$ cat src/rtl/core/bfga_pkg.sv
// Shared types, constants and helpers for the bond force gradient accumulator.
package bfga_pkg;

  localparam int MAX_ATOMS  = 1024;
  localparam int IDX_W      = $clog2(MAX_ATOMS);
  localparam int IN_DATA_W  = 216;
  localparam int OUT_DATA_W = 104;
  localparam int G_W        = 48;
  localparam int MA_W       = 102;
  localparam int MB_W       = 68;
  localparam int Q_W        = 48;

  localparam logic [G_W-1:0] GMAX = {1'b0, {(G_W-1){1'b1}}};
  localparam logic [G_W-1:0] GMIN = {1'b1, {(G_W-1){1'b0}}};

  typedef enum logic [1:0] {
    MODE_LOAD = 2'd0,
    MODE_BOND = 2'd1,
    MODE_READ = 2'd2,
    MODE_NONE = 2'd3
  } mode_e;

  typedef enum logic [1:0] {
    OP_LOAD,
    OP_BOND,
    OP_READ
  } op_e;

  typedef struct packed {
    op_e                op;
    logic [IDX_W-1:0]   idx_a;
    logic [IDX_W-1:0]   idx_b;
    logic signed [31:0] pos_x;
    logic signed [31:0] pos_y;
    logic signed [31:0] ref_x;
    logic signed [31:0] ref_y;
    logic [31:0]        k;
    logic signed [31:0] slip;
  } item_t;

  typedef enum logic [1:0] {
    MDU_MUL,
    MDU_SQRT,
    MDU_DIV
  } mdu_op_e;

  typedef struct packed {
    logic            start;
    mdu_op_e         op;
    logic [MA_W-1:0] a;
    logic [MB_W-1:0] b;
  } mdu_req_t;

  typedef struct packed {
    logic            done;
    logic            sat;
    logic [MA_W-1:0] acc;
    logic [Q_W-1:0]  res;
  } mdu_rsp_t;

  typedef enum logic [4:0] {
    ST_CLEAR,
    ST_IDLE,
    ST_FETCH_A,
    ST_FETCH_B,
    ST_DIFF,
    ST_SQ_RX,
    ST_SQ_RY,
    ST_RT_R,
    ST_SQ_CX,
    ST_SQ_CY,
    ST_RT_C,
    ST_CHECK,
    ST_KE,
    ST_DEN,
    ST_NUM_X,
    ST_DIV_X,
    ST_NUM_Y,
    ST_DIV_Y,
    ST_GA_RD,
    ST_GA_WR,
    ST_GB_RD,
    ST_GB_WR,
    ST_RD
  } st_e;

  function automatic logic [G_W-1:0] sat_g(input logic signed [G_W+1:0] v);
    logic [G_W-1:0] r;
    if (v > $signed({{2{1'b0}}, GMAX})) begin
      r = GMAX;
    end else if (v < $signed({{2{1'b1}}, GMIN})) begin
      r = GMIN;
    end else begin
      r = v[G_W-1:0];
    end
    return r;
  endfunction

  function automatic logic [31:0] mag33(input logic signed [32:0] v);
    logic [32:0] m;
    m = v[32] ? 33'(-v) : v;
    return m[31:0];
  endfunction

  function automatic logic [G_W-1:0] force_of(input logic sat, input logic [Q_W-1:0] q,
                                              input logic neg);
    logic [G_W-1:0] lim;
    logic [G_W-1:0] qq;
    lim = neg ? GMAX : GMIN;
    qq  = (sat || (q > lim)) ? lim : q;
    return neg ? qq : G_W'(-qq);
  endfunction

endpackage

$ cat src/rtl/core/bfga_mdu.sv
// Shared iterative unit: shift-add multiply, digit square root, bounded divide.
module bfga_mdu import bfga_pkg::*; (
  input  logic     clk_i,
  input  logic     rst_ni,
  input  mdu_req_t req_i,
  output mdu_rsp_t rsp_o
);

  localparam logic [5:0] MUL_STEPS  = 6'd34;
  localparam logic [5:0] SQRT_STEPS = 6'd33;
  localparam logic [5:0] DIV_STEPS  = 6'd48;

  logic            busy_q;
  logic            done_q;
  logic [5:0]      cnt_q;
  mdu_op_e         op_q;
  logic [MA_W-1:0] x_q;
  logic [MB_W-1:0] y_q;
  logic [MA_W-1:0] acc_q;
  logic [Q_W-1:0]  res_q;
  logic            sat_q;

  logic [MA_W-1:0] mul_acc;
  logic [36:0]     sq_rem;
  logic [36:0]     sq_trial;
  logic [68:0]     dv_rem;
  logic            dv_ge;
  logic            init_sat;

  always_comb begin
    mul_acc  = y_q[0] ? (acc_q + x_q) : acc_q;
    sq_rem   = {acc_q[34:0], x_q[65:64]};
    sq_trial = {1'b0, res_q[33:0], 2'b01};
    dv_rem   = {acc_q[67:0], x_q[47]};
    dv_ge    = (dv_rem >= {1'b0, y_q});
    init_sat = ({14'b0, req_i.a[101:48]} >= req_i.b);
  end

  always_ff @(posedge clk_i or negedge rst_ni) begin
    if (!rst_ni) begin
      busy_q <= 1'b0;
      done_q <= 1'b0;
      cnt_q  <= 6'd0;
    end else begin
      done_q <= 1'b0;
      if (req_i.start) begin
        if (req_i.op == MDU_DIV && init_sat) begin
          done_q <= 1'b1;
        end else begin
          busy_q <= 1'b1;
          unique case (req_i.op)
            MDU_MUL:  cnt_q <= MUL_STEPS;
            MDU_SQRT: cnt_q <= SQRT_STEPS;
            default:  cnt_q <= DIV_STEPS;
          endcase
        end
      end else if (busy_q) begin
        cnt_q <= cnt_q - 6'd1;
        if (cnt_q == 6'd1) begin
          busy_q <= 1'b0;
          done_q <= 1'b1;
        end
      end
    end
  end

  always_ff @(posedge clk_i) begin
    if (req_i.start) begin
      op_q  <= req_i.op;
      x_q   <= req_i.a;
      y_q   <= req_i.b;
      res_q <= '0;
      sat_q <= (req_i.op == MDU_DIV) && init_sat;
      acc_q <= (req_i.op == MDU_DIV) ? {48'b0, req_i.a[101:48]} : '0;
    end else if (busy_q) begin
      unique case (op_q)
        MDU_MUL: begin
          acc_q <= mul_acc;
          x_q   <= {x_q[MA_W-2:0], 1'b0};
          y_q   <= {1'b0, y_q[MB_W-1:1]};
        end
        MDU_SQRT: begin
          x_q <= {x_q[MA_W-3:0], 2'b00};
          if (sq_rem >= sq_trial) begin
            acc_q <= {65'b0, 37'(sq_rem - sq_trial)};
            res_q <= {res_q[Q_W-2:0], 1'b1};
          end else begin
            acc_q <= {65'b0, sq_rem};
            res_q <= {res_q[Q_W-2:0], 1'b0};
          end
        end
        default: begin
          x_q <= {x_q[MA_W-2:0], 1'b0};
          if (dv_ge) begin
            acc_q <= {33'b0, 69'(dv_rem - {1'b0, y_q})};
            res_q <= {res_q[Q_W-2:0], 1'b1};
          end else begin
            acc_q <= {33'b0, dv_rem};
            res_q <= {res_q[Q_W-2:0], 1'b0};
          end
        end
      endcase
    end
  end

  assign rsp_o.done = done_q;
  assign rsp_o.sat  = sat_q;
  assign rsp_o.acc  = acc_q;
  assign rsp_o.res  = res_q;

endmodule

$ cat config.mk
export PLATFORM = sky130hd
export DESIGN_NAME = bfga_mdu
export DESIGN_NICKNAME = d
export VERILOG_FILES = /design/src/rtl/core/bfga_pkg.sv /design/src/rtl/core/bfga_mdu.sv
export SDC_FILE = /design/constraint.sdc
export NUM_CORES = 1
export LEC_CHECK = 0
export BUFFER_PORTS_ARGS = -buffer_cell sky130_fd_sc_hd__buf_2
export CORE_MARGIN = 5
export CORE_UTILIZATION = 41
export DETAILED_ROUTE_END_ITERATION = 8
export PLACE_DENSITY = 0.64
export SKIP_CTS_REPAIR_TIMING = 1
export SYNTH_ARGS = -nofsm -noshare
export SYNTH_HDL_FRONTEND = slang
export SYNTH_SLANG_ARGS = --single-unit
$ cat constraint.sdc
create_clock -name clk_i -period 15.9 [get_ports clk_i]
set_input_delay 0.795 -clock clk_i [delete_from_list [all_inputs] [get_ports clk_i]]
set_output_delay 0.795 -clock clk_i [all_outputs]
set_load 0.1 [all_outputs]
==> key figures, run 1 <==
Cells and area
  – Nets: approximately 4.4k
  – Final core utilization: about 46%
  – Final Instance Area: 34280 um2
  – P&R area growth vs syn: 11.35%
  – Share of layout cells above drive strength 1: between 10% and 20%
  – Non-Filler Instances: roughly 5k

Worst setup path
  – Reg2Reg Setup Slack: between 10000 and 15000 ps
  – Worst endpoint data arrival time: slightly above 5000 ps
  – CP top delay family: simple AND/OR/NAND/NOR gates
  – Worst EP required: roughly 16000 ps
  – Critical path's most frequent cell: nor3_1
  – CP max stage delay: 520 ps
  – Crit path capture type: flip-flop
  – CP Launch Type: flip-flop
  – Buffer and inverter count on the worst path: 1
  – CP max FO: 25
  – Setup CP Type: reg -> reg
  – Crit-path slowest cell: ha_1
  – Crit path cell chain: ha_1 > nand4_1 > nor3_2 > nand3b_1 > a2111oi_2 > nor3_1 > o211ai_2 > and2_2 > buf_4 > nand2_1 > nor3_1 > a221o_1

GRT
  – Initial antenna violation count: 8
  – GRT Total Usage: a little under 30%
  – Largest net degree at the start of global routing: 90
  – Vias in the first global route: approximately 29k
  – Global route overflow: 0
  – First-pass GRT wire length: approximately 180 mm

Power
  – Peak VDD IR: roughly 95 uV
  – Power per cell area: 164.5 nW/um2
  – Leak: ~0.015 uW
  – Tot Pwr: between 5000 and 6000 uW

Routing
  – Routed WL per cell: approximately 25 um
  – Vias per Instance: 6.138
  – Total detailed-routing wirelength: ~130 mm
  – Drt pass-1 iters: 8
  – Drt drc: 0
  – Vias: about 31k
  – Initial DRC Count: 3130
  – ANT nets after route: 0

Placed design
  – Post-Place Cell Area: ~33000 um2
  – Port Buffer Count: between 300 and 400
  – RD Place Congestion: roughly 1.0
  – Post-DP HPWL: 98.49 mm
  – Placed Cells incl. Taps: approximately 4.9k

Clocking
  – CTS tree: done
  – Skew-Pair Late Insertion Delay: between 600 and 700 ps
  – Root buffer cell: clkbuf_16
  – CTS H-Tree Depth: 2
  – CTS Buffer Depth: 3
  – Clock transition at path regs: roughly 60 ps
  – CTS Buf Count: 43
  – Clk sink count: ~330

Synthesis
  – Avg Synthesized Cell Area: around 8.1 um2
  – EDFF count, synth: between 200 and 300
  – Yosys reg bits: 331
  – Mapped Area: slightly above 30000 um2
  – Synth warn: 0
  – Sequential element share of the synthesized area: a little over 30%
  – Ys flop type: edfxtp_1
  – Synth Net Count: between 4k and 5k
  – Post-synthesis cell count: approximately 3.8k
  – Post-synth cell types: ~110
  – Async set-reset flop share out of synthesis: roughly 2.4%

Floorplanning
  – Die Wd: 284.0 um
  – Top Ports: about 330
  – Die height: ~280 um
  – Initial Util: 41.35%
  – Core footprint: approximately 74000 um2
  – Die footprint: 80660 um2
  – # rows: 100

Outcome
  – Status: finished, final reports clean

Timing
  – Fin. max-slew vios: 0
  – Unrepaired setup endpoints after global routing: no
  – Clock Skews: approximately 35 ps
  – Setup TNS: 0 ps
  – Period utilization: 29.57%
  – Worst Tran Pin Value: around 1000 ps
  – Final hold violations: 0
  – F_max: between 0.2 and 0.25 GHz
  – Worst rel slew slack: between 30% and 40%
  – Setup-failing EPs final: 0
  – Fin crit period: ~4700 ps

Hold path
  – Min-delay worst type: in -> async

Job
  – Maxcap violations: 0
## worst paths after layout
check | depth (start not counted) | start | end
worst max-delay path | 12 | acc_q[31] | acc_q[60]
worst min-delay path | 1 | rst_ni | done_q
worst max register to register | 12 | acc_q[31] | acc_q[60]
worst min register to register | 2 | res_q[47] | res_q[47]
max in group asynchronous | 1 | rst_ni | cnt_q[5]
min in group clk_i | 2 | res_q[47] | res_q[47]
## cell usage in the layout (no fill, tap or decap), types with 65 or more instances in the layout
cell / count
a21o_1: 95
a21oi_1: 407
buf_2: 325
edfxtp_1: 275
ha_1: 261
inv_1: 215
mux2i_1: 128
nand2_1: 520
nand3_1: 88
nand4_1: 98
nor2_1: 214
o21ai_0: 378
xnor2_1: 108
xor2_1: 65
## report_power, final
group	switching (uW)	internal, uW	leakage, uW
clock	414	531	0.000645
combinational	2350	1050	0.0105
sequential	194	1100	0.00350
## Yosys cell counts, drive strengths merged (27+ instances only)
cell type | number | area, um2
clkbuf | 178 | 740.7
nand2 | 524 | 1969
edfxtp | 275 | 8258
buf | 42 | 247.7
a21o | 100 | 757.0
nor2 | 220 | 835.8
nor3 | 50 | 255.3
a31oi | 45 | 281.5
xnor2 | 108 | 945.9
o21a | 40 | 300.3
mux2i | 128 | 1281
o211ai | 27 | 212.7
o21ai | 393 | 1978
nand4 | 99 | 634.4
dfxtp | 48 | 960.9
a21oi | 410 | 2063
nand3 | 89 | 450.4
and3 | 48 | 304.0
ha | 261 | 3266
inv | 216 | 810.8
o21bai | 45 | 341.6
xor2 | 65 | 569.3
## sequential cells by signal, summed over array words and instances, names as in the netlist
signal  flops
acc_q     102
x_q       102
res_q      48
cnt_q       6
op_q        2
busy_q      1
y_q        68
sat_q       1
done_q      1
## kinds of logic after synthesis
logic type / synth area share (%)
AOI/OAI and AO/OA: 25.77
xor gates and xnor gates: 4.922
adders and majority gates: 10.74
buffers and inverters: 5.894
DFF: 30.60
muxes: 4.431
and+or+nand+nor: 17.64
## worst reg2reg max path, stage by stage (launching register included)
cell and delay, ps:
edfxtp_1 500, ha_1 520, nand4_1 230, nor3_2 450, nand3b_1 190, a2111oi_2 340
nor3_1 160, o211ai_2 280, and2_2 470, buf_4 460, nand2_1 510, nor3_1 330
a221o_1 130
## cell type report
type	count	area, um2
flip-flops and latches	331	9419
diodes	7	17.52
inverters	217	814.5
clock buffers	51	1106
well taps	969	1212
multi-input cells	3034	19610
clock inverters	28	202.7
repair buffers	359	1889
fillers	7536	40170
## metal layers
| metal | wire length (um) | vias to the layer above | GRT usage, % |
|---|---|---|---|
| met5 | 23 | - | 0 |
| met4 | 5690 | 4 | 10.88 |
| met3 | 10710 | 256 | 4.643 |
| met2 | 56800 | 1499 | 47.77 |
| met1 | 52000 | 14495 | 39.61 |
| li1 | - | 14413 | - |
## per-stage QoR
step,setup slack [ps],hold WS [ps]
4_1_cts,11270,38.15
2_1_floorplan,9442,482.9
6_report,11200,56.63
5_1_grt,10990,51.49
3_5_place_dp,11290,456.8
3_3_place_gp,11400,442.3
(Power assumes the default switching activity.)
==> run 2: changes to the inputs <==
clock period = 4.85 ns   (was 15.9 ns; I/O delays follow)
==> run 2 against run 1 <==
Net effect: the run now ends with negative hold slack left; register-to-register slack got worse by 11000 ps; clock skew is 7.1 ps higher; non-clock buffer count grew 157; utilization grew 2.2 points; sequential share of layout area decreased by 1.3 points; die area unchanged; via count grew 2.0%; clock power rose to 3.6 times the previous value; count of clock-buffer cells in the layout up 7; critical endpoint is now acc_q[67]; largest power group unchanged.
==> key figures, run 2 (synthesis results as in run 1) <==
Power
  – Power per cell area: 532.7 nW/um2 (+220%)
  – Flop pwr share: 21.9% (-1.1 points)
  – Cell Int Power: 9242 uW (+240%)
  – Sw frac: 51.69% (-0.75 points)
  – Leak: 0.01544 uW (+5.3%)
  – Power share of the combinational group: 60.4% (about the same)
  – Clk network pwr share: 17.6% (+0.9 points)
  – Peak VDD IR: 284.0 uV (+200%)
  – P_sw: 9889 uW (+230%)

Placed design
  – Place WS: 422.5 ps (-10870 ps)
  – RD Place Congestion: 1.005 (+0.84%)
  – Post-DP HPWL: 102.2 mm (+3.7%)
  – Port Buffer Count: 326 (unchanged)
  – Placed Cells incl. Taps: 4964 (+1.1%)

Routing
  – Routed WL per cell: 25.12 um (+0.23%)
  – Initial DRC Count: 3263 (+4.2%)
  – Total detailed-routing wirelength: 129.5 mm (+3.4%)
  – Drt drc: 0 (unchanged)
  – ANT nets after route: 0 (unchanged)
  – Vias per Instance: 6.071 (-1.1%)
  – Drt pass-1 iters: 6 (-2)
  – Vias: 31.29k (+2.0%)

Cells and area
  – Non-Filler Instances: 5153 (+3.1%)
  – Reg area: 9419 um2 (unchanged)
  – Commonest non-fill, non-tap cells in the layout: nand2_1 (520), a21oi_1 (407), o21ai_0 (378)
  – Final core utilization: 48.25% (+2.2 points)
  – Biggest regs: acc_q: 102 flops, x_q: 102 flops, y_q: 68 flops
  – Share of layout cells above drive strength 1: 13.30% (+1.0 points)
  – Nets: 4582 (+3.6%)
  – Filler cells: 7364 (-2.3%)
  – Multi-input logic area: 19610 um2 (about the same)
  – P&R area growth vs syn: 16.68%
  – Most common cell after layout, fill and taps aside: nand2_1

Clocking
  – CTS H-Tree Depth: 2 (unchanged)
  – CTS Buffer Depth: 3 (unchanged)
  – Skew-Pair Late Insertion Delay: 620 ps (about the same)
  – Root buffer cell: clkbuf_16
  – CTS Buf Count: 44 (+2.3%)
  – Clock transition at path regs: 70 ps (about the same)
  – Clk sink count: 331 (unchanged)
  – CTS tree: done

Hold path
  – Min-delay worst type: in -> reg

Timing
  – Worst rel slew slack: 26.23% (-4.7 points)
  – Period utilization: 91.33% (+62 points)
  – Fin. max-slew vios: 0 (unchanged)
  – Fin worst setup slack: 420.4 ps (-10780 ps)
  – F_max: 0.2258 GHz (+6.2%)
  – Clock Skews: 41.75 ps (+7.055 ps)
  – Setup-failing EPs final: 0 (unchanged)
  – Setup TNS: 0 ps (unchanged)
  – Unrepaired setup endpoints after global routing: no
  – Hold slack: -36.05 ps (-92.68 ps)
  – Final hold violations: 8 (+8)
  – Fin crit period: 4430 ps (-272.6 ps)
  – Worst Tran Pin Value: 1096 ps (+60.29 ps)

GRT
  – Vias in the first global route: 29.77k (+2.8%)
  – Initial antenna violation count: 3 (-5)
  – GRT Total Usage: 30.12% (+0.75 points)
  – Largest net degree at the start of global routing: 186 (+110%)
  – M3 GR Usage: 4.201% (-0.44 points)
  – Global route overflow: 0 (unchanged)
  – GR Util met2: 48.33% (+0.56 points)
  – First-pass GRT wire length: 188.4 mm (+2.2%)
  – Peak-usage layer in the global routing report: met2
  – Grt met1 use: 40.66% (+1.0 points)

Floorplanning
  – Die footprint: 80660 um2 (unchanged)
  – Die height: 284.0 um (unchanged)
  – Top Ports: 327 (unchanged)
  – Initial Util: 41.35% (unchanged)
  – # rows: 100 (unchanged)
  – Die Wd: 284.0 um (unchanged)
  – Core footprint: 74450 um2 (unchanged)

Outcome
  – Status: finished with violations
  – Violated checks: negative hold slack

Worst setup path
  – CP max FO: 7 (-72%)
  – Reg2Reg Setup Slack: 420 ps (-10780 ps)
  – CP Launch Type: flip-flop
  – Crit path capture type: flip-flop
  – Setup CP Type: reg -> reg
  – Worst EP required: 5190 ps (-11160 ps)
  – Worst endpoint data arrival time: 4770 ps (-380 ps)

Job
  – Maxcap violations: 0 (unchanged)
run 2: per-layer routing:
layer / vias to the layer above / share of wire, %
met5: - / 0.010
met2: 1445 / 45
met1: 14831 / 42
li1: 14710 / -
met4: 2 / 5.3
met3: 297 / 7.8
run 2: layout make-up:
| type | count | area share [%] |
|---|---|---|
| Clock inverter | 24 | 0.6793 |
| Clock buffer | 58 | 3.438 |
| Multi-Input combinational cell | 3034 | 54.59 |
| Inverter | 217 | 2.268 |
| Antenna cell | 4 | 0.02787 |
| Sequential cell | 331 | 26.22 |
| Timing Repair Buffer | 516 | 9.399 |
| Tap cell | 969 | 3.376 |
run 2: path summary, 6_finish.rpt:
path / startpoint / end / depth (start not counted)
setup / recovery: acc_q[12] / acc_q[67] / 13
hold / removal: req_i[13] / y_q[13] / 3
setup reg to reg: acc_q[12] / acc_q[67] / 13
hold reg to reg: res_q[47] / res_q[47] / 2
max in group asynchronous: rst_ni / cnt_q[4] / 2
min in group asynchronous: rst_ni / cnt_q[1] / 2
run 2: worst max-delay path: stages, from the launching register on:
cell      delay [ps]
edfxtp_1         510
ha_1             440
a21oi_1          360
o211ai_1         130
a221oi_1         660
o211ai_1         250
o21bai_1         230
buf_4            210
o211ai_2         250
a21oi_1          300
xor2_1           310
buf_4            170
o22ai_1           60
a211o_1          240
run 2: power groups by stage:
stage               registers, uW  clock network [uW]  logic (uW)
floorplan                    5660                   0        6590
global placement             4220                   0       11300
detailed placement           4230                   0       11200
CTS                          4180                3430       11300
global route                 4230                3530       12300
finish                       4200                3370       11600
run 2: stage by stage:
step,power [uW],instance area [um2]
after detailed placement,15450,33400
after CTS,18890,34880
after global placement,15550,33400
final,19130,35920
after floorplan,12250,30780
after global routing,20090,35910
