File: config.mk
export PLATFORM = sky130hd
export DESIGN_NAME = bfga_front
export DESIGN_NICKNAME = d
export VERILOG_FILES = /design/src/rtl/core/bfga_pkg.sv /design/src/rtl/core/bfga_front.sv
export SDC_FILE = /design/constraint.sdc
export NUM_CORES = 1
export LEC_CHECK = 0
export BUFFER_PORTS_ARGS = -buffer_cell sky130_fd_sc_hd__buf_2
export CORE_MARGIN = 2
export CORE_UTILIZATION = 47
export CTS_CLUSTER_SIZE = 30
export DETAILED_ROUTE_END_ITERATION = 10
export MAX_ROUTING_LAYER = met4
export PLACE_DENSITY = 0.75
export RECOVER_POWER = 100
export SYNTH_ARGS = -nofsm -noshare
export SYNTH_HDL_FRONTEND = slang
export SYNTH_SLANG_ARGS = --single-unit
File: constraint.sdc
create_clock -name clk_i -period 10.4 [get_ports clk_i]
set_input_delay 0 -clock clk_i [delete_from_list [all_inputs] [get_ports clk_i]]
set_output_delay 0 -clock clk_i [all_outputs]
set_load 0.01 [all_outputs]
File: src/rtl/core/bfga_pkg.sv
// Shared types, constants and helpers for the bond force gradient accumulator.
package bfga_pkg;

  localparam int MAX_ATOMS  = 1024;
  localparam int IDX_W      = $clog2(MAX_ATOMS);
  localparam int IN_DATA_W  = 216;
  localparam int OUT_DATA_W = 104;
  localparam int G_W        = 48;
  localparam int MA_W       = 102;
  localparam int MB_W       = 68;
  localparam int Q_W        = 48;

  localparam logic [G_W-1:0] GMAX = {1'b0, {(G_W-1){1'b1}}};
  localparam logic [G_W-1:0] GMIN = {1'b1, {(G_W-1){1'b0}}};

  typedef enum logic [1:0] {
    MODE_LOAD = 2'd0,
    MODE_BOND = 2'd1,
    MODE_READ = 2'd2,
    MODE_NONE = 2'd3
  } mode_e;

  typedef enum logic [1:0] {
    OP_LOAD,
    OP_BOND,
    OP_READ
  } op_e;

  typedef struct packed {
    op_e                op;
    logic [IDX_W-1:0]   idx_a;
    logic [IDX_W-1:0]   idx_b;
    logic signed [31:0] pos_x;
    logic signed [31:0] pos_y;
    logic signed [31:0] ref_x;
    logic signed [31:0] ref_y;
    logic [31:0]        k;
    logic signed [31:0] slip;
  } item_t;

  typedef enum logic [1:0] {
    MDU_MUL,
    MDU_SQRT,
    MDU_DIV
  } mdu_op_e;

  typedef struct packed {
    logic            start;
    mdu_op_e         op;
    logic [MA_W-1:0] a;
    logic [MB_W-1:0] b;
  } mdu_req_t;

  typedef struct packed {
    logic            done;
    logic            sat;
    logic [MA_W-1:0] acc;
    logic [Q_W-1:0]  res;
  } mdu_rsp_t;

  typedef enum logic [4:0] {
    ST_CLEAR,
    ST_IDLE,
    ST_FETCH_A,
    ST_FETCH_B,
    ST_DIFF,
    ST_SQ_RX,
    ST_SQ_RY,
    ST_RT_R,
    ST_SQ_CX,
    ST_SQ_CY,
    ST_RT_C,
    ST_CHECK,
    ST_KE,
    ST_DEN,
    ST_NUM_X,
    ST_DIV_X,
    ST_NUM_Y,
    ST_DIV_Y,
    ST_GA_RD,
    ST_GA_WR,
    ST_GB_RD,
    ST_GB_WR,
    ST_RD
  } st_e;

  function automatic logic [G_W-1:0] sat_g(input logic signed [G_W+1:0] v);
    logic [G_W-1:0] r;
    if (v > $signed({{2{1'b0}}, GMAX})) begin
      r = GMAX;
    end else if (v < $signed({{2{1'b1}}, GMIN})) begin
      r = GMIN;
    end else begin
      r = v[G_W-1:0];
    end
    return r;
  endfunction

  function automatic logic [31:0] mag33(input logic signed [32:0] v);
    logic [32:0] m;
    m = v[32] ? 33'(-v) : v;
    return m[31:0];
  endfunction

  function automatic logic [G_W-1:0] force_of(input logic sat, input logic [Q_W-1:0] q,
                                              input logic neg);
    logic [G_W-1:0] lim;
    logic [G_W-1:0] qq;
    lim = neg ? GMAX : GMIN;
    qq  = (sat || (q > lim)) ? lim : q;
    return neg ? qq : G_W'(-qq);
  endfunction

endpackage

File: src/rtl/core/bfga_front.sv
// Input side: accepts words, drops the unused mode, queues work for the back end.
module bfga_front import bfga_pkg::*; (
  input  logic                 clk_i,
  input  logic                 rst_ni,
  input  logic                 in_valid_i,
  output logic                 in_ready_o,
  input  logic [1:0]           in_mode_i,
  input  logic [IN_DATA_W-1:0] in_data_i,
  input  logic                 hold_i,
  output logic                 item_valid_o,
  output item_t                item_o,
  input  logic                 item_pop_i
);

  item_t       slot_q [2];
  logic        wr_ptr_q, wr_ptr_d;
  logic        rd_ptr_q, rd_ptr_d;
  logic [1:0]  cnt_q, cnt_d;
  logic        push;
  item_t       item_in;
  mode_e       mode;

  assign mode       = mode_e'(in_mode_i);
  assign in_ready_o = (cnt_q != 2'd2) && !hold_i;
  assign push       = in_valid_i && in_ready_o && (mode != MODE_NONE);

  always_comb begin
    item_in.idx_a = in_data_i[9:0];
    item_in.idx_b = in_data_i[19:10];
    item_in.pos_x = in_data_i[51:20];
    item_in.pos_y = in_data_i[83:52];
    item_in.ref_x = in_data_i[115:84];
    item_in.ref_y = in_data_i[147:116];
    item_in.k     = in_data_i[179:148];
    item_in.slip  = in_data_i[211:180];
    unique case (mode)
      MODE_LOAD: item_in.op = OP_LOAD;
      MODE_BOND: item_in.op = OP_BOND;
      default:   item_in.op = OP_READ;
    endcase
  end

  always_comb begin
    wr_ptr_d = push ? ~wr_ptr_q : wr_ptr_q;
    rd_ptr_d = item_pop_i ? ~rd_ptr_q : rd_ptr_q;
    cnt_d    = cnt_q + 2'(push) - 2'(item_pop_i);
  end

  always_ff @(posedge clk_i or negedge rst_ni) begin
    if (!rst_ni) begin
      wr_ptr_q <= 1'b0;
      rd_ptr_q <= 1'b0;
      cnt_q    <= 2'd0;
    end else begin
      wr_ptr_q <= wr_ptr_d;
      rd_ptr_q <= rd_ptr_d;
      cnt_q    <= cnt_d;
    end
  end

  always_ff @(posedge clk_i) begin
    if (push) begin
      slot_q[wr_ptr_q] <= item_in;
    end
  end

  assign item_valid_o = (cnt_q != 2'd0);
  assign item_o       = slot_q[rd_ptr_q];

endmodule

==> results.py, run 1 <==
metrics = {
    "pwr": {
        "static-leakage-power_nw": 7.59,
        "share_seq_of_total_power_pct": 44.7,
        "power.share.switching_pct": 27.8,
        "combPwrFrac_pct": 24.7,
        "power.share.clock_pct": 30.6,
        "vdd_ir_drop_max_uv": 204,
        "pwr_density_cell_mw_per_mm2": 227,
        "total_power_mw": 4.90,
        "power_switching_mw": 1.36,
        "internal_power_mw": 3.54,
    },
    "route": {
        "drt_drc_violations_left": 0,
        "drt_iter0_markers": 406,
        "count_of_antenna_violating_nets_left_after_detailed_routing": 0,
        "drt-total-wl_microns": 35800,
        "routedWlPerCell_microns": 19.2,
        "viasPerCell": 4.81,
        "firstDrtPassIters": 4,
        "vias": 8950,
    },
    "setup_path": {
        "cp_common_cell": "sky130_fd_sc_hd__clkbuf_1",
        "path_cells": "clkbuf_1, mux2_2, clkbuf_1",
        "setup.worst_path.end": "item_o[210]",
        "endpoint_kind_of_the_worst_setup_timing_path": "output pin",
        "cp_data_required_time_ps": 10400,
        "max_stage_delay_ps": 2430,
        "timing.rr.end": "slot_q[0][83]",
        "ff2ff_setup_slack_ps": 4850,
        "timing.setup.critical_path_class": "reg2out",
        "worst_setup_path_start_kind": "flop",
        "cp_max_fo": 57,
        "critical_path.slowest_cell": "sky130_fd_sc_hd__clkbuf_1",
        "worst-r2r-cell-count": 4,
        "timing.critical_path.from": "rd_ptr_q",
        "crit-reg2reg-launch": "cnt_q[0]",
        "worstPathArrival_ps": 5560,
    },
    "floorplanning": {
        "boundaryPins": 439,
        "dieHeight_microns": 190,
        "dieArea_sq_mm": 0.0361,
        "core-area_sq_mm": 0.0343,
        "floorplan.initialDensity_pct": 47.5,
        "row_count": 68,
        "die_width_microns": 190,
    },
    "timing": {
        "slew-limit-headroom_pct": -119,
        "grt_setup_unrepaired": "false",
        "period_minus_slack_ps": 5560,
        "fmax_ghz": 0.180,
        "final_critical_path_share_of_the_clock_period_pct": 53.5,
        "final.setup.tns_ps": 0,
        "fin_skew_ps": 13.2,
        "report.final.slew_viol_count": 390,
        "timing.final.ws_setup_ps": 4840,
        "timing_worst_slew_pin_value_ps": 3280,
        "hold-worst-slack_ps": 62.0,
        "setup_viol": 0,
        "report.final.hold_viol_count": 0,
    },
    "clocking": {
        "cts-root-to-sink-buffers": 3,
        "cts_hold_buf": 218,
        "number_of_h_tree_branching_levels": 2,
        "clock_latency_ps": 520,
        "cts_sinks": 432,
        "post-cts-setup-buffer-count": 0,
        "clk_pin_slew_ps": 60,
        "tritoncts_buffer_count": 44,
        "root_buffer": "sky130_fd_sc_hd__clkbuf_16",
        "ctsResizeCount": 0,
        "cts_tree": "done",
    },
    "global_routing": {
        "grt.busiest_layer": "met2",
        "use_met1_pct": 21.7,
        "global_route.usage.met3_pct": 4.06,
        "grt_use_met2_pct": 35.4,
        "grt_antenna_before_repair": 4,
        "grt_pass1_wl_microns": 53100,
        "number_of_global_route_vias_before_repair": 9660,
        "grt_max_degree": 110,
        "grt_remaining_overflow": 0,
        "grtUsageTotal_pct": 19.7,
    },
    "outcome": {
        "outcome": "complete, but fails checks",
        "failed_checks": "capacitance limit, slew limit",
    },
    "yosys": {
        "synthesis.area_per_instance_sq_um": 23.7,
        "synth-seq-cells": 432,
        "ys_warn_count": 0,
        "synthesized_nets": 912,
        "post_synth_instance_area_sq_mm": 0.0163,
        "yosysUniqueCellTypes": 17,
        "synthCells": 687,
        "synth.yosys.seq_area_share_pct": 79.6,
    },
    "placed_design": {
        "pre_cts_slack_ps": 6530,
        "gp_congestion": 0.735,
        "placement.io_buffers": 434,
        "detailedPlacementHpwl_microns": 21300,
    },
    "finish": {
        "most_frequent_cells_in_the_layout": "428 x sky130_fd_sc_hd__edfxtp_1, 229 x sky130_fd_sc_hd__clkbuf_1, 218 x sky130_fd_sc_hd__dlygate4sd3_1",
        "area_delta_synth_final_pct": 32.5,
        "fillCellCount": 2553,
        "seqCellArea_sq_mm": 0.0130,
        "final_layout_size_suffix_gt1_share_pct": 24.8,
        "multiInputGateArea_sq_mm": 0.00252,
        "final_common_cell": "sky130_fd_sc_hd__edfxtp_1",
        "final_nets": 1593,
    },
    "flow_run": {
        "drv_cap": 7,
    },
    "worst_hold_path": {
        "hold_path_class": "in2reg",
    },
}
-- through the flow --
step	area, sq um	util, %	instances
floorplan	16300	-	687
global placement	18900	55.0	1559
detailed placement	18900	55.0	1559
CTS	22400	65.4	1855
global route	21600	62.9	1859
finish	21600	62.9	1859
-- layer usage --
metal | wire [microns] | vias up
li1 | - | 4110
met1 | 13400 | 4447
met2 | 19200 | 329
met3 | 2110 | 64
met4 | 1050 | 0
met5 | 0 | -
-- synthesized netlist by cell type --
cell,number,area (sq um)
sky130_fd_sc_hd__mux2_2,64,721
sky130_fd_sc_hd__mux2_4,150,2250
sky130_fd_sc_hd__xnor2_1,3,26.3
sky130_fd_sc_hd__a211o_1,1,8.76
sky130_fd_sc_hd__buf_6,18,203
sky130_fd_sc_hd__nor2b_1,1,6.26
sky130_fd_sc_hd__dfrtp_1,4,100
sky130_fd_sc_hd__or2_2,1,6.26
sky130_fd_sc_hd__clkbuf_1,1,3.75
sky130_fd_sc_hd__nor2_1,2,7.51
sky130_fd_sc_hd__edfxtp_1,428,12900
sky130_fd_sc_hd__xor2_1,1,8.76
sky130_fd_sc_hd__ha_1,2,25.0
sky130_fd_sc_hd__a21oi_1,1,5.00
sky130_fd_sc_hd__inv_1,3,11.3
sky130_fd_sc_hd__buf_2,6,30.0
sky130_fd_sc_hd__a21bo_2,1,10.0
-- how the worst min path moves through the flow --
stage	to	from	depth (start not counted)
2_1_floorplan	cnt_q[0]	rst_ni	0
3_3_place_gp	rd_ptr_q	rst_ni	1
3_5_place_dp	rd_ptr_q	rst_ni	1
4_1_cts	wr_ptr_q	in_valid_i	4
5_1_grt	wr_ptr_q	in_valid_i	4
6_report	wr_ptr_q	in_valid_i	4
-- sequential cells by signal (all words and copies together) (netlist names) --
register  cells
cnt_q         2
rd_ptr_q      1
slot_q      428
wr_ptr_q      1
-- kinds of logic after synthesis --
kind of cell / Yosys count / share of synthesized area, %
AO/OA/AOI/OAI: 3 / 0.146
XOR/XNOR: 4 / 0.215
adder cells (fa/ha/maj): 2 / 0.154
buffers and inverters: 28 / 1.52
flip-flops: 432 / 79.6
multiplexers: 214 / 18.3
AND/OR/NAND/NOR: 4 / 0.123
-- cell type report --
type                       instances  share of cell area (%)
clock buffer                      54                    5.38
inverter                           3                  0.0522
antenna                            4                  0.0464
sequential                       432                    60.1
multi-input combinational        227                    11.7
tap                              455                    2.64
clock inverter                    24                   0.963
timing repair buffer             660                    19.1
-- worst max-delay path: cells and delay by family, from the launching register on --
family	cells	cell delay [ps]
buffers and inverters	2	2620
DFF	1	1850
muxes	1	520
-- power by group through the flow --
stage                     sequential, mW  clock, mW  combinational [mW]
final                               2.19       1.50                1.21
after global routing                2.21       1.60                1.30
after CTS                           2.20       1.53                1.45
after detailed placement            2.23          0                1.38
after global placement              2.22          0                1.37
after floorplan                     2.24          0                1.00
No activity file was read; power rests on OpenSTA's default activity.
==> run 2, diff against run 1 <==
- CORE_UTILIZATION: 47 -> 52
- PLACE_DENSITY: 0.75 -> 0.79
- clock period: 10.4 -> 5.8 ns (I/O delays scaled with it)
==> results.py, run 2 (synthesis results as in run 1) <==
metrics = {
    "floorplanning": {
        "dieHeight_microns": 181,
        "die_width_microns": 181,
        "boundaryPins": 439,
        "floorplan.initialDensity_pct": 53.1,
        "row_count": 64,
        "dieArea_sq_mm": 0.0327,
        "core-area_sq_mm": 0.0307,
    },
    "setup_path": {
        "timing.rr.end": "slot_q[0][176]",
        "cp_top_family": "simple AND/OR/NAND/NOR gates",
        "worst_setup_path_start_kind": "flop",
        "timing.critical_path.buf_inv": 2,
        "cp_data_required_time_ps": 5910,
        "critical_path.slowest_cell": "sky130_fd_sc_hd__nor2_1",
        "ff2ff_setup_slack_ps": 1760,
        "crit-reg2reg-launch": "cnt_q[0]",
        "worst-r2r-cell-count": 4,
        "max_stage_delay_ps": 1550,
        "timing.setup.critical_path_class": "reg2reg",
        "worstPathArrival_ps": 4160,
        "endpoint_kind_of_the_worst_setup_timing_path": "flop",
        "cp_max_fo": 50,
        "path_cells": "inv_1, a211o_1, nor2_1, clkbuf_2",
    },
    "clocking": {
        "post-cts-setup-buffer-count": 0,
        "clock_latency_ps": 520,
        "root_buffer": "sky130_fd_sc_hd__clkbuf_16",
        "cts-root-to-sink-buffers": 3,
        "cts_tree": "done",
        "number_of_h_tree_branching_levels": 2,
        "cts_sinks": 432,
        "clk_pin_slew_ps": 60,
        "tritoncts_buffer_count": 44,
    },
    "timing": {
        "timing_worst_slew_pin_value_ps": 2070,
        "setup_viol": 0,
        "report.final.hold_viol_count": 0,
        "final_critical_path_share_of_the_clock_period_pct": 69.7,
        "grt_setup_unrepaired": "false",
        "fin_skew_ps": 14.0,
        "period_minus_slack_ps": 4040,
        "slew-limit-headroom_pct": -38.8,
        "fmax_ghz": 0.247,
        "report.final.slew_viol_count": 156,
    },
    "worst_hold_path": {
        "min_delay_worst_endpoint": "wr_ptr_q",
        "min_delay_path_depth": 4,
        "hold_path_class": "in2reg",
        "min-delay-start": "in_valid_i",
    },
    "route": {
        "count_of_antenna_violating_nets_left_after_detailed_routing": 0,
        "routedWlPerCell_microns": 21.4,
        "drt_drc_violations_left": 0,
        "viasPerCell": 5.09,
        "drt_iter0_markers": 552,
        "drt-total-wl_microns": 38500,
        "firstDrtPassIters": 4,
        "vias": 9161,
    },
    "placed_design": {
        "detailedPlacementHpwl_microns": 21100,
        "gp_congestion": 0.769,
        "dp_cells": 1500,
        "placement.io_buffers": 434,
    },
    "finish": {
        "final_nets": 1593,
        "most_frequent_cells_in_the_layout": "428 x sky130_fd_sc_hd__edfxtp_1, 229 x sky130_fd_sc_hd__clkbuf_1, 218 x sky130_fd_sc_hd__dlygate4sd3_1",
        "post_layout_nonfiller_instances": 1799,
        "largest_registers": "slot_q (428), cnt_q (2)",
        "top_register": "slot_q",
        "largest_register_ffs": 428,
        "final_common_cell": "sky130_fd_sc_hd__edfxtp_1",
        "final_layout_size_suffix_gt1_share_pct": 24.2,
        "area_delta_synth_final_pct": 32.1,
    },
    "global_routing": {
        "number_of_global_route_vias_before_repair": 10091,
        "grt_antenna_before_repair": 3,
        "grt_pass1_wl_microns": 56600,
        "grt_max_degree": 109,
        "grt_remaining_overflow": 0,
        "grtUsageTotal_pct": 23.3,
    },
    "flow_run": {
        "drv_cap": 3,
    },
    "pwr": {
        "pwr_density_cell_mw_per_mm2": 408,
        "total_power_mw": 8.77,
        "static-leakage-power_nw": 7.56,
        "vdd_ir_drop_max_uv": 352,
    },
    "outcome": {
        "outcome": "complete, but fails checks",
        "failed_checks": "capacitance limit, slew limit",
    },
}
run 2: cell count changes in the layout (fill, tap and decap cells not counted), moves of 2 or more:
cell,before,now
sky130_fd_sc_hd__buf_12,0,2
sky130_fd_sc_hd__buf_2,212,205
sky130_fd_sc_hd__buf_4,4,2
sky130_fd_sc_hd__clkbuf_2,5,11
sky130_fd_sc_hd__clkinv_1,6,14
sky130_fd_sc_hd__clkinv_2,9,2
sky130_fd_sc_hd__clkinvlp_4,2,5
sky130_fd_sc_hd__inv_6,4,0
sky130_fd_sc_hd__mux2_1,153,155
sky130_fd_sc_hd__mux2_2,58,56
run 2: worst max path at each step:
| stage | startpoint | end | slack [ps] | cells after the start |
|---|---|---|---|---|
| after floorplan | cnt_q[0] | slot_q[0][0] | -990 | 3 |
| after global placement | cnt_q[0] | slot_q[0][162] | 3280 | 4 |
| after detailed placement | cnt_q[0] | slot_q[0][74] | 3260 | 4 |
| after CTS | rd_ptr_q | item_o[210] | 2780 | 3 |
| after global routing | cnt_q[0] | slot_q[0][75] | 1350 | 4 |
| final | cnt_q[0] | slot_q[0][176] | 1760 | 4 |
run 2: worst register-to-register path: stages, from the launching register on:
cell and delay [ps]:
sky130_fd_sc_hd__dfrtp_1 390, sky130_fd_sc_hd__inv_1 80, sky130_fd_sc_hd__a211o_1 370, sky130_fd_sc_hd__nor2_1 1550
sky130_fd_sc_hd__clkbuf_2 1210
run 2: layer usage:
layer  wire length, microns  vias up  track usage (%)  share of wire (%)
met5                      0        -                -                  0
met4                   1470        0             9.45                3.8
met3                   2410      105             5.48                6.3
met2                  20700      400             42.0                 54
met1                  13900     4540             24.5                 36
li1                       -     4116                -                  -
run 2: repair_timing:
item	in CTS	in global routing
gates resized for setup	0	0
hold buffers	218	0
hold endpoints to repair	436	0
run 2: layout make-up:
class | instances | area (sq um)
diodes | 3 | 7.51
clock buffers | 53 | 1160
clock inverters | 25 | 199
fillers | 2088 | 9160
inverters | 3 | 11.3
multi-input cells | 227 | 2520
flip-flops and latches | 432 | 13000
well taps | 396 | 495
repair buffers | 660 | 4160
run 2: through the flow:
stage	TNS, ps	utilization [%]	hold WS (ps)	setup slack, ps	instance area, sq um
after detailed placement	0	61.4	-192	3260	18800
after global routing	0	70.1	112	1350	21500
after CTS	0	72.9	146	2780	22400
after global placement	0	61.4	-194	3280	18800
after floorplan	-423270	-	-296	-989	16300
final	0	70.1	60.7	1760	21500
run 2: power breakdown:
part / switching, mW / leakage [nW] / internal [mW]
Combinational: 1.18 / 2.98 / 0.949
Sequential: 0.175 / 3.94 / 3.79
Clock: 1.13 / 0.641 / 1.55
Total: 2.48 / 7.56 / 6.29
==> run 3, diff against run 2 <==
- ABC_AREA: unset -> 1
- CORE_UTILIZATION: 52 -> 47
- PLACE_DENSITY: 0.79 -> 0.75
- clock period: 5.8 -> 3.4 ns (I/O delays scaled with it)
==> results.py, run 3 <==
metrics = {
    "worst_hold_path": {
        "min-delay-start": "hold_i",
        "min_delay_path_depth": 4,
        "hold_path_class": "in2reg",
        "min_delay_worst_endpoint": "slot_q[1][23]",
    },
    "route": {
        "firstDrtPassIters": 4,
        "vias": 9180,
        "drt-total-wl_microns": 37800,
        "routedWlPerCell_microns": 20.0,
        "count_of_antenna_violating_nets_left_after_detailed_routing": 0,
        "viasPerCell": 4.86,
        "drt_drc_violations_left": 0,
        "drt_iter0_markers": 475,
    },
    "setup_path": {
        "crit-reg2reg-launch": "cnt_q[1]",
        "timing.rr.end": "slot_q[1][137]",
        "worstPathArrival_ps": 2900,
        "cp_max_fo": 43,
        "endpoint_kind_of_the_worst_setup_timing_path": "output pin",
        "worst_setup_path_start_kind": "flop",
        "ff2ff_setup_slack_ps": 790,
        "timing.setup.critical_path_class": "reg2out",
        "cp_data_required_time_ps": 3400,
        "worst-r2r-cell-count": 5,
    },
    "clocking": {
        "cts_tree": "done",
        "root_buffer": "sky130_fd_sc_hd__clkbuf_16",
        "cts-root-to-sink-buffers": 3,
        "tritoncts_buffer_count": 44,
        "ctsResizeCount": 0,
        "number_of_h_tree_branching_levels": 2,
        "cts_sinks": 432,
        "clock_latency_ps": 550,
        "clk_pin_slew_ps": 70,
    },
    "pwr": {
        "vdd_ir_drop_max_uv": 519,
        "power.share.clock_pct": 29.5,
        "static-leakage-power_nw": 7.74,
        "share_seq_of_total_power_pct": 44.9,
        "power_switching_mw": 4.25,
        "combPwrFrac_pct": 25.7,
        "pwr_density_cell_mw_per_mm2": 684,
        "power.share.switching_pct": 28.6,
        "internal_power_mw": 10.6,
    },
    "yosys": {
        "synthesized_nets": 924,
        "synth.yosys.seq_area_share_pct": 79.4,
        "synth_async_sr_flop_share_pct": 0.926,
        "yosys.cell_count.top_type": "sky130_fd_sc_hd__edfxtp_1",
        "post_synth_instance_area_sq_mm": 0.0163,
        "synthTopCellsByCount": "428 x sky130_fd_sc_hd__edfxtp_1, 150 x sky130_fd_sc_hd__mux2_4, 64 x sky130_fd_sc_hd__mux2_2",
        "ys_warn_count": 0,
        "synth.largest_area_cell": "sky130_fd_sc_hd__edfxtp_1",
        "synthCells": 699,
        "number_of_synthesized_flops_with_an_enable_pin": 428,
        "synthesis.area_per_instance_sq_um": 23.3,
        "synth-seq-cells": 432,
        "yosysTopAreaCellShare_pct": 78.8,
        "yosysUniqueCellTypes": 17,
        "synthTopCellsByArea": "sky130_fd_sc_hd__edfxtp_1 79%, sky130_fd_sc_hd__mux2_4 14%, sky130_fd_sc_hd__mux2_2 4.4%",
        "synthFlopType": "sky130_fd_sc_hd__edfxtp_1",
    },
    "floorplanning": {
        "core-area_sq_mm": 0.0344,
        "row_count": 68,
        "floorplan.initialDensity_pct": 47.4,
        "die_width_microns": 190,
        "dieHeight_microns": 190,
        "boundaryPins": 439,
        "dieArea_sq_mm": 0.0362,
    },
    "global_routing": {
        "number_of_global_route_vias_before_repair": 10141,
        "grt_remaining_overflow": 0,
        "grt_max_degree": 83,
        "grtUsageTotal_pct": 20.8,
        "grt_pass1_wl_microns": 55400,
        "grt_antenna_before_repair": 3,
    },
    "finish": {
        "final_layout_size_suffix_gt1_share_pct": 26.2,
        "fin_util_pct": 63.3,
        "final_common_cell": "sky130_fd_sc_hd__edfxtp_1",
        "area_delta_synth_final_pct": 33.4,
        "largest_registers": "slot_q (428), cnt_q (2)",
        "post_layout_nonfiller_instances": 1889,
        "most_frequent_cells_in_the_layout": "428 x sky130_fd_sc_hd__edfxtp_1, 228 x sky130_fd_sc_hd__clkbuf_1, 223 x sky130_fd_sc_hd__buf_2",
        "top_register": "slot_q",
        "largest_register_ffs": 428,
        "final_nets": 1625,
    },
    "timing": {
        "fin_skew_ps": 23.1,
        "report.final.slew_viol_count": 0,
        "fmax_ghz": 0.345,
        "period_minus_slack_ps": 2900,
        "final.setup.tns_ps": 0,
        "final_critical_path_share_of_the_clock_period_pct": 85.3,
        "slew-limit-headroom_pct": 24.7,
        "report.final.hold_viol_count": 0,
        "grt_setup_unrepaired": "false",
        "timing_worst_slew_pin_value_ps": 1130,
        "setup_viol": 0,
    },
    "placed_design": {
        "detailedPlacementHpwl_microns": 22300,
        "placement.io_buffers": 434,
        "dp_cells": 1588,
        "gp_congestion": 0.777,
    },
    "flow_run": {
        "drv_cap": 0,
    },
    "outcome": {
        "outcome": "finished clean",
    },
}
==> run 3: metrics by stage <==
step | total power, mW | hold slack [ps] | worst slack (ps) | instance area (sq um)
after floorplan | 9.77 | -296 | -896 | 16300
after global placement | 11.1 | -189 | 1130 | 19200
after detailed placement | 11.2 | -185 | 1090 | 19200
after CTS | 15.8 | 10.9 | 832 | 22700
after global routing | 15.5 | 138 | 334 | 21800
final | 14.9 | 132 | 498 | 21800
==> run 3: timing repair <==
| item | in CTS | in global routing |
|---|---|---|
| setup buffers | 0 | 0 |
| hold buffers | 221 | 0 |
| hold endpoints to repair | 435 | 0 |
==> run 3: layer usage <==
metal / track usage (%) / part of all wire [%]
met4: 8.11 / 3.5
met2: 38.0 / 54
met3: 4.42 / 5.9
met1: 22.0 / 37
met5: - / 0
==> run 3: worst max path at each step <==
stage            startpoint       endpoint  slack [ps]  depth (start not counted)
3_5_place_dp       cnt_q[0]  slot_q[0][28]        1090                          6
5_1_grt            rd_ptr_q     item_o[23]         330                          3
3_3_place_gp       cnt_q[1]  slot_q[0][28]        1130                          5
2_1_floorplan      cnt_q[1]   slot_q[1][0]        -900                          3
4_1_cts        in_mode_i[1]  slot_q[0][92]         830                         10
6_report           rd_ptr_q     item_o[23]         500                          3
==> run 3: logic make-up after synthesis <==
kind of cell / share of synthesized area, %
compound gates: 0.0767
xor+xnor: 0.107
buf+inv: 1.66
fa+ha+maj: 0.153
simple gates: 0.322
flops: 79.4
mux: 18.2
==> run 3: cell type report <==
class | instances | area, sq um
diodes | 4 | 10.0
clock buffers | 59 | 1180
clock inverters | 17 | 110
flip-flops and latches | 432 | 13000
well taps | 455 | 569
repair buffers | 680 | 4320
multi-input cells | 233 | 2570
fillers | 2568 | 12600
inverters | 9 | 37.5
==> run 3: critical path, stage by stage (launching register included) <==
cell	delay, ps
sky130_fd_sc_hd__dfrtp_4	850
sky130_fd_sc_hd__clkbuf_1	900
sky130_fd_sc_hd__mux2_2	430
sky130_fd_sc_hd__clkbuf_1	140
==> run 3: power groups by stage <==
stage,clock network [mW],logic (mW),registers [mW]
2_1_floorplan,0,3.07,6.69
6_report,4.38,3.82,6.67
3_3_place_gp,0,4.36,6.77
3_5_place_dp,0,4.40,6.81
5_1_grt,4.67,4.07,6.72
4_1_cts,4.42,4.64,6.70
